==> config.mk <==
export PLATFORM = sky130hd
export DESIGN_NAME = sorted_priority_queue
export DESIGN_NICKNAME = d
export VERILOG_FILES = /design/src/hdl/spq_pkg.sv /design/src/hdl/sorted_priority_queue.sv /design/src/hdl/spq_cell.sv
export SDC_FILE = /design/constraint.sdc
export NUM_CORES = 1
export LEC_CHECK = 0
export ABC_AREA = 1
export BUFFER_PORTS_ARGS = -buffer_cell sky130_fd_sc_hd__buf_2
export CAP_MARGIN = 5
export CORE_MARGIN = 3
export CORE_UTILIZATION = 50
export DETAILED_ROUTE_END_ITERATION = 16
export GPL_TIMING_DRIVEN = 0
export PLACE_DENSITY_LB_ADDON = 0.2
export SLEW_MARGIN = 20
export SYNTH_ARGS = -nofsm -noshare
export SYNTH_HDL_FRONTEND = slang
export SYNTH_HIERARCHICAL = 1
export SYNTH_SLANG_ARGS = --single-unit
==> constraint.sdc <==
create_clock -name clk_i -period 4.6 [get_ports clk_i]
set_input_delay 0.92 -clock clk_i [delete_from_list [all_inputs] [get_ports clk_i]]
set_output_delay 0.92 -clock clk_i [all_outputs]
set_load 0.005 [all_outputs]
==> src/hdl/spq_pkg.sv <==
`timescale 1ns / 1ps
`default_nettype none
// ---------------------------------------------------------------------------
// spq_pkg: shared types and constants of the sorted priority queue
// Operation codes, the control word broadcast to the cell chain and the
// capacity register layout.
// ---------------------------------------------------------------------------
package spq_pkg;

  typedef enum logic {
    OP_INSERT = 1'b0,
    OP_REMOVE = 1'b1
  } spq_op_e;

  // control broadcast to every cell of the chain
  typedef struct packed {
    logic insert_en;
    logic remove_en;
  } spq_ctl_t;

  localparam int unsigned CfgW = 5;
  localparam logic [CfgW-1:0] CfgReset = 5'd16;

endpackage : spq_pkg
`default_nettype wire

==> src/hdl/sorted_priority_queue.sv <==
`timescale 1ns / 1ps
`default_nettype none
// The result strobe done_o comes in the cycle after start is taken.
// Throughput: 1 command per cycle; busy stays low, since all cells compare
// against the new entry in parallel and shift in the same cycle.
// Reset: entry count 0, capacity_in_use 16; cell contents undefined.
// Results cannot be stalled by the receiver.
// ---------------------------------------------------------------------------
// sorted_priority_queue: bounded priority queue, descending priority
// Row of CAPACITY cells kept sorted; equal priorities leave in arrival order.
// ---------------------------------------------------------------------------
module sorted_priority_queue
  import spq_pkg::*;
#(
  parameter int unsigned CAPACITY      = 16,
  parameter int unsigned TAG_BITS      = 16,
  parameter int unsigned PRIORITY_BITS = 16,
  localparam int unsigned CntW         = $clog2(CAPACITY + 1)
) (
  input  wire logic                            clk_i,
  input  wire logic                            rst_ni,
  input  wire logic                            start,
  output logic                                 busy,
  input  wire logic                            operation_i,
  input  wire logic signed [PRIORITY_BITS-1:0] priority_req_i,
  input  wire logic [TAG_BITS-1:0]             task_tag_i,
  input  wire logic                            cfg_valid_i,
  output logic                                 cfg_ready_o,
  input  wire logic [CfgW-1:0]                 cfg_data_i,
  output logic                                 done_o,
  output logic                                 accepted_o,
  output logic                                 head_valid_o,
  output logic [TAG_BITS-1:0]                  head_tag_o,
  output logic [PRIORITY_BITS-2:0]             head_priority_o,
  output logic [CntW-1:0]                      entry_count_o,
  output logic                                 queue_empty_o
);

  localparam int unsigned PriW = PRIORITY_BITS - 1;
  localparam int unsigned LimW = (CntW > CfgW) ? CntW : CfgW;

  logic [CfgW-1:0] cap_q;
  logic [CntW-1:0] count_q, count_d;
  logic            done_q, ok_q, ok_d;
  logic            take;
  logic            neg;
  logic [LimW-1:0] limit;
  logic            full;
  spq_ctl_t        ctl;
  logic [PriW-1:0] new_pri;

  logic            lt   [CAPACITY];
  logic [PriW-1:0] pri  [CAPACITY];
  logic [TAG_BITS-1:0] tag [CAPACITY];

  assign busy        = 1'b0;
  assign cfg_ready_o = 1'b1;
  assign take        = start && !busy;

  assign neg     = priority_req_i[PRIORITY_BITS-1];
  assign new_pri = priority_req_i[PriW-1:0];

  // capacity above the cell count acts as the cell count
  assign limit = (LimW'(cap_q) > LimW'(CAPACITY)) ? LimW'(CAPACITY) : LimW'(cap_q);
  assign full  = LimW'(count_q) >= limit;

  always_comb begin
    ctl     = '0;
    ok_d    = 1'b0;
    count_d = count_q;
    if (take) begin
      unique case (spq_op_e'(operation_i))
        OP_INSERT: begin
          if (!neg && !full) begin
            ctl.insert_en = 1'b1;
            ok_d          = 1'b1;
            count_d       = count_q + CntW'(1);
          end
        end
        OP_REMOVE: begin
          if (count_q != '0) begin
            ctl.remove_en = 1'b1;
            ok_d          = 1'b1;
            count_d       = count_q - CntW'(1);
          end
        end
        default: ;
      endcase
    end
  end

  for (genvar i = 0; i < CAPACITY; i++) begin : g_cell
    logic            prev_lt;
    logic [PriW-1:0] prev_pri, next_pri;
    logic [TAG_BITS-1:0] prev_tag, next_tag;

    if (i == 0) begin : g_first
      assign prev_lt  = 1'b0;
      assign prev_pri = new_pri;
      assign prev_tag = task_tag_i;
    end else begin : g_mid
      assign prev_lt  = lt[i-1];
      assign prev_pri = pri[i-1];
      assign prev_tag = tag[i-1];
    end

    // the last cell's content after a remove is beyond the count
    if (i == CAPACITY - 1) begin : g_last
      assign next_pri = new_pri;
      assign next_tag = task_tag_i;
    end else begin : g_inner
      assign next_pri = pri[i+1];
      assign next_tag = tag[i+1];
    end

    spq_cell #(
      .PRI_W(PriW),
      .TAG_W(TAG_BITS)
    ) u_cell (
      .clk_i     (clk_i),
      .ctl_i     (ctl),
      .valid_i   (count_q > CntW'(i)),
      .new_pri_i (new_pri),
      .new_tag_i (task_tag_i),
      .prev_lt_i (prev_lt),
      .prev_pri_i(prev_pri),
      .prev_tag_i(prev_tag),
      .next_pri_i(next_pri),
      .next_tag_i(next_tag),
      .lt_o      (lt[i]),
      .pri_o     (pri[i]),
      .tag_o     (tag[i])
    );
  end

  always_ff @(posedge clk_i or negedge rst_ni) begin
    if (!rst_ni) begin
      cap_q   <= CfgReset;
      count_q <= '0;
      done_q  <= 1'b0;
      ok_q    <= 1'b0;
    end else begin
      if (cfg_valid_i && cfg_ready_o) begin
        cap_q <= cfg_data_i;
      end
      count_q <= count_d;
      done_q  <= take;
      ok_q    <= ok_d;
    end
  end

  assign done_o          = done_q;
  assign accepted_o      = ok_q;
  assign head_valid_o    = count_q != '0;
  assign queue_empty_o   = count_q == '0;
  assign entry_count_o   = count_q;
  assign head_tag_o      = head_valid_o ? tag[0] : '0;
  assign head_priority_o = head_valid_o ? pri[0] : '0;

endmodule : sorted_priority_queue
`default_nettype wire

==> src/hdl/spq_cell.sv <==
`timescale 1ns / 1ps
`default_nettype none
// ---------------------------------------------------------------------------
// spq_cell: one slot of the sorted chain
// Holds one entry. On insert it keeps, takes the new entry or takes its
// left neighbor; on remove it takes its right neighbor.
// ---------------------------------------------------------------------------
module spq_cell
  import spq_pkg::*;
#(
  parameter int unsigned PRI_W = 15,
  parameter int unsigned TAG_W = 16
) (
  input  wire logic             clk_i,
  input  wire spq_ctl_t         ctl_i,
  input  wire logic             valid_i,
  input  wire logic [PRI_W-1:0] new_pri_i,
  input  wire logic [TAG_W-1:0] new_tag_i,
  input  wire logic             prev_lt_i,
  input  wire logic [PRI_W-1:0] prev_pri_i,
  input  wire logic [TAG_W-1:0] prev_tag_i,
  input  wire logic [PRI_W-1:0] next_pri_i,
  input  wire logic [TAG_W-1:0] next_tag_i,
  output logic                  lt_o,
  output logic [PRI_W-1:0]      pri_o,
  output logic [TAG_W-1:0]      tag_o
);

  logic [PRI_W-1:0] pri_q, pri_d;
  logic [TAG_W-1:0] tag_q, tag_d;

  // new entry goes behind every held entry of equal or higher priority
  assign lt_o = !(valid_i && (pri_q >= new_pri_i));

  always_comb begin
    pri_d = pri_q;
    tag_d = tag_q;
    if (ctl_i.insert_en && lt_o) begin
      if (prev_lt_i) begin
        pri_d = prev_pri_i;
        tag_d = prev_tag_i;
      end else begin
        pri_d = new_pri_i;
        tag_d = new_tag_i;
      end
    end else if (ctl_i.remove_en) begin
      pri_d = next_pri_i;
      tag_d = next_tag_i;
    end
  end

  always_ff @(posedge clk_i) begin
    pri_q <= pri_d;
    tag_q <= tag_d;
  end

  assign pri_o = pri_q;
  assign tag_o = tag_q;

endmodule : spq_cell
`default_nettype wire

==> results of run 1 <==
kinds of logic after synthesis:
| kind of cell | Yosys count | share of synthesized area (%) |
|---|---|---|
| other cells | 2 | 0.02080 |
| mux | 274 | 8.544 |
| fa+ha+maj | 250 | 8.662 |
| simple gates | 2381 | 27.86 |
| xor+xnor | 4 | 0.09703 |
| compound gates | 339 | 4.733 |
| buf+inv | 637 | 8.004 |
| flops | 508 | 42.08 |
layout by cell type (no fill, tap or decap), types with 2 or more instances in the layout:
cell type and count:
nand2_1 1642, conb_1 3, inv_6 2, bufinv_16 8, buf_4 15, xor2_1 3, inv_2 4, nand3_1 534
nand2_4 33, clkinv_1 17, nor3_1 3, edfxtp_1 496, and2_1 16, buf_2 191, nand2_8 2, clkbuf_16 59
clkbuf_1 73, clkinv_2 7, mux2_2 274, o21ai_0 251, nand2_2 16, clkinvlp_4 2, nand3_2 16, a21oi_1 82
inv_1 399, dfrtp_1 11, o21ai_1 3, buf_6 40, nor2_1 117, ha_1 250
where the power goes:
part / leakage (nW) / switching [mW] / internal, mW
sequential: 4.83 / 0.901 / 6.83
combinational: 13.3 / 5.40 / 3.15
clock: 0.931 / 1.98 / 2.78
path summary, 6_finish.rpt:
path | startpoint | endpoint | slack, ps | cells past startpoint
worst max-delay path | cap_q[2] | g_cell[12].u_cell/tag_o[6] | 760 | 16
worst min-delay path | rst_ni | entry_count_o[2] | 170 | 1
worst max register to register | cap_q[2] | g_cell[12].u_cell/tag_o[6] | 760 | 16
worst min register to register | g_cell[15].u_cell/tag_o[6] | g_cell[14].u_cell/tag_o[6] | 520 | 2
max in group asynchronous | rst_ni | cap_q[4] | 4150 | 1
min in group clk_i | start | done_o | 460 | 1
synthesized netlist by cell type:
cell type     n  area, sq um
nand2_1    1658         6223
nand2_4      33        371.6
nand3_2      16        160.2
o21ai_0     253         1266
nor3_1        3        15.01
xor2_1        3        26.28
nor2_1      117        439.2
and2_1       16        100.1
a21boi_1      1        7.510
edfxtp_1    496        14890
a31oi_2       1        12.51
nor2_8        1        20.02
dfrtp_1      11        275.3
clkbuf_1     65        244.0
nand3_1     534         2673
a22oi_1       1        7.510
a21oi_1      82        410.4
conb_1        2        7.510
buf_6        40        450.4
o21ai_1       1        5.000
inv_2         4        15.01
buf_4        15        112.6
nand2_8       2        40.04
ha_1        250         3128
dfstp_2       1        26.28
inv_4         1        6.260
xnor2_1       1        8.760
buf_2       112        560.5
mux2_2      274         3085
inv_1       400         1501
nand3_4       1        17.52
registers in the layout, summed over array words and instances, names as in the netlist:
signal / cells
accepted_o: 1
g_cell.u_cell/pri_o: 240
g_cell.u_cell/tag_o: 256
entry_count_o: 5
cap_q: 5
done_o: 1
stage by stage:
stage	area [sq um]	power (mW)
2_1_floorplan	36110	13.58
3_5_place_dp	37760	16.24
5_1_grt	39680	22.45
4_1_cts	39680	21.06
3_3_place_gp	37690	16.10
6_report	39680	21.04
per-layer routing:
metal  track usage [%]  share of wire (%)  vias up  routed length (microns)
li1                  -                  -    14909                        -
met5                 0                  0        -                        0
met1             34.43                 42    14493                    43980
met2             48.62                 49      926                    51370
met4             10.55                4.0        0                     4212
met3             3.715                5.6      238                     5884
cell type report:
class / count / area, sq um
fillers: 6604 / 31070
multi-input cells: 3251 / 18070
flip-flops and latches: 508 / 15200
inverters: 405 / 1528
clock buffers: 67 / 1506
plain buffers: 232 / 1368
well taps: 940 / 1176
repair buffers: 80 / 422.9
clock inverters: 38 / 417.9
critical path, delay by kind of cell (launching register included):
family | cells | cell delay, ps
and+or+nand+nor | 11 | 1540
buffers and inverters | 3 | 970
DFF | 1 | 400
adders and majority gates | 1 | 290
AOI/OAI and AO/OA | 1 | 150
==> results.py, run 1 <==
metrics = {
    "status": {
        "status": "completed",
    },
    "layout": {
        "drive_gt1_share_pct": 14.80,
        "syn_to_final_growth_pct": 9.892,
        "final_net_count": 4829,
        "antenna_cells": 0,
        "post-route-util_pct": 56.08,
        "stdcell_count": 5521,
    },
    "detailed_routing": {
        "viasPerCell": 5.536,
        "drt_iter0_markers": 2409,
        "totalWireLength_microns": 105400,
        "vias": 30566,
        "detail_route.wl_per_cell_microns": 19.10,
        "route.detailed.drc": 0,
        "ant_nets": 0,
        "dr.pass1.iters": 5,
    },
    "clock_network": {
        "clockBufferDepth": 3,
        "clock_sinks": 508,
        "root_buffer": "clkbuf_16",
        "cts_resized": 0,
        "cts_tree": "yes",
        "numCtsBuffers": 59,
        "postCtsSetupBuffers": 0,
        "h-tree-depth": 2,
        "hold_buffers": 0,
        "worstSkewPairLatency_ps": 640,
        "clkTransAtPathRegs_ps": 60,
    },
    "placed_design": {
        "hpwl_microns": 77720,
        "place_congestion": 0.8492,
        "io_buffers": 79,
        "dp_slack_ps": 287.9,
        "dp_cells": 5416,
    },
    "die": {
        "core_sq_mm": 0.07076,
        "die_h_microns": 274.7,
        "rows": 97,
        "die_width_microns": 274.7,
        "start_util_pct": 51.04,
        "die-area_sq_mm": 0.07548,
        "ioPinCount": 84,
    },
    "global_routing": {
        "grt.overflow.total": 0,
        "first_global_vias": 30388,
        "antenna_found_initial": 0,
        "grt.total_usage_pct": 27.62,
        "grt_pass1_wl_microns": 163500,
        "grt_max_degree": 58,
    },
    "setup_path": {
        "critPathKind": "register to register",
        "worstPathRequired_ps": 4860,
        "path_max_fanout": 57,
        "crit_top_cell": "nand2_1",
        "cp-start-kind": "register",
        "path_cells": "nor3_1 -> nand2_1 -> nand2_1 -> nand2_1 -> ha_1 -> a21oi_1 -> nand2_1 -> nand2_1 -> nand2_1 -> nand2_1 -> nand2_1 -> inv_6 -> buf_16 -> nand2_4 -> buf_6 -> nand2_2",
        "cp_slowest_cell": "nand2_2",
        "max_stage_delay_ps": 590,
        "cp.arrival_ps": 4100,
        "cp-end-kind": "register",
    },
    "yosys": {
        "yosys_warnings": 6,
        "synthCells": 4395,
        "synth_seq_cells": 508,
        "synth.avg_cell_area_sq_um": 8.216,
        "synth.cell_area_sq_mm": 0.03611,
        "seq_area_frac_synth_pct": 42.08,
        "synth_cell_type_count": 31,
    },
    "timing": {
        "worst_pin_slew_ps": 1118,
        "slew_headroom_pct": 25.37,
        "holdWs_ps": 167.7,
        "finalWorstSetupSlack_ps": 764.0,
        "grt_setup_unrepaired": "false",
        "skew_ps": 28.92,
        "final.setup.tns_ps": 0,
        "fin_crit_sh_pct": 83.39,
        "hold_violations": 0,
        "finalSetupViolations": 0,
        "timing.fmax_ghz": 0.2607,
        "drv_slew": 0,
        "fin_crit_ps": 3836,
    },
    "pwr": {
        "p_per_area_mw_per_mm2": 530.3,
        "p_leak_nw": 19.06,
        "peakVddDrop_mv": 0.2959,
    },
    "worst_hold_path": {
        "min_path_type": "input pin to async pin",
    },
    "run": {
        "maxCapViolations": 0,
    },
}
Note: power is estimated with default switching activity, not from simulation.
==> inputs of run 2 (changes only) <==
ABC_AREA = 0   (was 1)
clock period = 3.3 ns   (was 4.6 ns; I/O delays follow)
==> run 2 against run 1 <==
Compared with the run above:
- sequential power rose by 28%
- area after synthesis rose by 1.5%
- critical endpoint is now g_cell[15].u_cell/tag_o[11]
- maximum frequency rose by 20%
- synthesized cell count fell by 34%
- global-route usage fell by 6.7 points
- via count fell by 26%
- routed wire length fell by 20%
- sequential share of layout area fell by 0.83 points
==> results.py, run 2 <==
metrics = {
    "timing": {
        "fin_crit_sh_pct": 97.11,
        "worst_pin_slew_ps": 679.0,
        "skew_ps": 17.29,
        "drv_slew": 0,
        "slew_headroom_pct": 54.26,
        "hold_violations": 0,
        "finalSetupViolations": 0,
        "fin_crit_ps": 3205,
        "timing.fmax_ghz": 0.3121,
        "holdWs_ps": 191.8,
        "finalWorstSetupSlack_ps": 95.41,
    },
    "setup_path": {
        "path_max_fanout": 31,
        "cp_slowest_cell": "dfrtp_2",
        "max_stage_delay_ps": 490,
        "crit_top_cell": "ha_1",
        "cp.arrival_ps": 3520,
        "cp-end-kind": "register",
        "r2r-end": "g_cell[15].u_cell/tag_o[11]",
        "crit-reg2reg-launch": "entry_count_o[1]",
        "cp-start-kind": "register",
        "ff2ff_setup_slack_ps": 100,
        "path_cells": "ha_1 -> and3_1 -> ha_1 -> nor2b_2 -> inv_1 -> or3_1 -> o221a_4 -> buf_12 -> or2_4",
        "critPathKind": "register to register",
        "endpoint": "g_cell[15].u_cell/tag_o[11]",
        "reg2regPathDepth": 9,
        "crit_start": "entry_count_o[1]",
        "worstPathRequired_ps": 3610,
    },
    "die": {
        "start_util_pct": 50.85,
        "core_sq_mm": 0.07210,
        "ioPinCount": 84,
        "rows": 98,
        "die-area_sq_mm": 0.07662,
        "die_width_microns": 276.8,
        "die_h_microns": 276.8,
    },
    "layout": {
        "final_cell_mix": "edfxtp_1 (496), mux2_4 (464), mux2_2 (309)",
        "seq_area_sq_mm": 0.01520,
        "final_common_cell": "edfxtp_1",
        "post-route-util_pct": 56.26,
        "design_area_sq_mm": 0.04057,
        "drive_gt1_share_pct": 39.37,
        "syn_to_final_growth_pct": 10.64,
        "fillers": 5946,
        "largest_reg_flops": 256,
        "multi_input_area_sq_mm": 0.01936,
        "final_net_count": 3340,
    },
    "clock_network": {
        "cts_tree": "yes",
        "clock_sinks": 508,
        "numCtsBuffers": 57,
        "root_buffer": "clkbuf_16",
        "clkTransAtPathRegs_ps": 60,
        "clockBufferDepth": 3,
        "h-tree-depth": 2,
        "worstSkewPairLatency_ps": 620,
    },
    "pwr": {
        "p_per_area_mw_per_mm2": 668.0,
        "power_mw": 27.10,
        "peakVddDrop_mv": 0.3657,
        "p_leak_nw": 16.78,
    },
    "worst_hold_path": {
        "min_path_type": "input pin to register",
    },
    "detailed_routing": {
        "detail_route.wl_per_cell_microns": 20.77,
        "dr.pass1.iters": 5,
        "vias": 22473,
        "ant_nets": 0,
        "route.detailed.drc": 0,
        "totalWireLength_microns": 84010,
        "drt_iter0_markers": 1331,
        "viasPerCell": 5.557,
    },
    "global_routing": {
        "grt_max_degree": 35,
        "grt.overflow.total": 0,
        "grt_pass1_wl_microns": 130500,
        "antenna_found_initial": 3,
        "grt.total_usage_pct": 20.90,
        "first_global_vias": 23492,
    },
    "placed_design": {
        "io_buffers": 80,
        "place_congestion": 0.8764,
        "dp_slack_ps": -1298,
        "post_dp_cell_area_sq_mm": 0.03830,
        "hpwl_microns": 66490,
    },
    "status": {
        "status": "completed",
    },
    "run": {
        "maxCapViolations": 0,
    },
    "yosys": {
        "yosys_warnings": 6,
        "synthCells": 2883,
        "synth.cell_area_sq_mm": 0.03667,
        "synth.avg_cell_area_sq_um": 12.72,
    },
}
[run 2: critical path, delay by kind of cell (launching register included)]
| family | cells | cell delay [ps] |
|---|---|---|
| flops | 1 | 490 |
| buf+inv | 2 | 290 |
| simple gates | 4 | 1260 |
| fa+ha+maj | 2 | 520 |
| compound gates | 1 | 300 |
[run 2: layout make-up]
cell class / count / area share, %
Antenna cell: 3 / 0.01851
Buffer: 122 / 3.288
Clock buffer: 76 / 3.917
Clock inverter: 26 / 0.4812
Inverter: 263 / 2.434
Multi-Input combinational cell: 1982 / 47.72
Sequential cell: 508 / 37.46
Tap cell: 950 / 2.930
Timing Repair Buffer: 114 / 1.746
[run 2: through the flow]
step	TNS, ps	std cells
CTS	0	4005
global placement	-786500	3914
global route	-186.6	4044
detailed placement	-867860	3914
floorplan	0	2884
finish	0	4044
[run 2: power by group]
group / internal, mW / leakage [nW] / total, mW / switching [mW]
Combinational: 5.55 / 11.1 / 11.1 / 5.53
Clock: 3.52 / 0.875 / 6.16 / 2.64
Sequential: 8.96 / 4.82 / 9.86 / 0.904
[run 2: per-layer routing]
layer / vias to the layer above / share of wire, % / wire (microns) / GRT usage, %
met5: - / 0 / 0 / 0
li1: 11058 / - / - / -
met1: 10887 / 44 / 36720 / 26.33
met4: 0 / 2.8 / 2319 / 6.371
met3: 138 / 3.0 / 2528 / 2.141
met2: 390 / 51 / 42440 / 37.74
[run 2: worst min path at each step]
| stage | start | depth (start not counted) | to |
|---|---|---|---|
| global route | start | 1 | done_o |
| floorplan | rst_ni | 0 | accepted_o |
| finish | start | 1 | done_o |
| CTS | start | 1 | done_o |
| global placement | cap_q[0] | 1 | cap_q[0] |
| detailed placement | cap_q[2] | 1 | cap_q[2] |
[run 2: timing repair]
action,4_1_cts,5_1_grt
hold buffers,1,0
endpoints found under the hold margin,11,0
gates cloned,1,5
resized for setup,67,37
pin swaps,2,18
endpoints found under the setup margin,1022,531
setup buffers,2,31
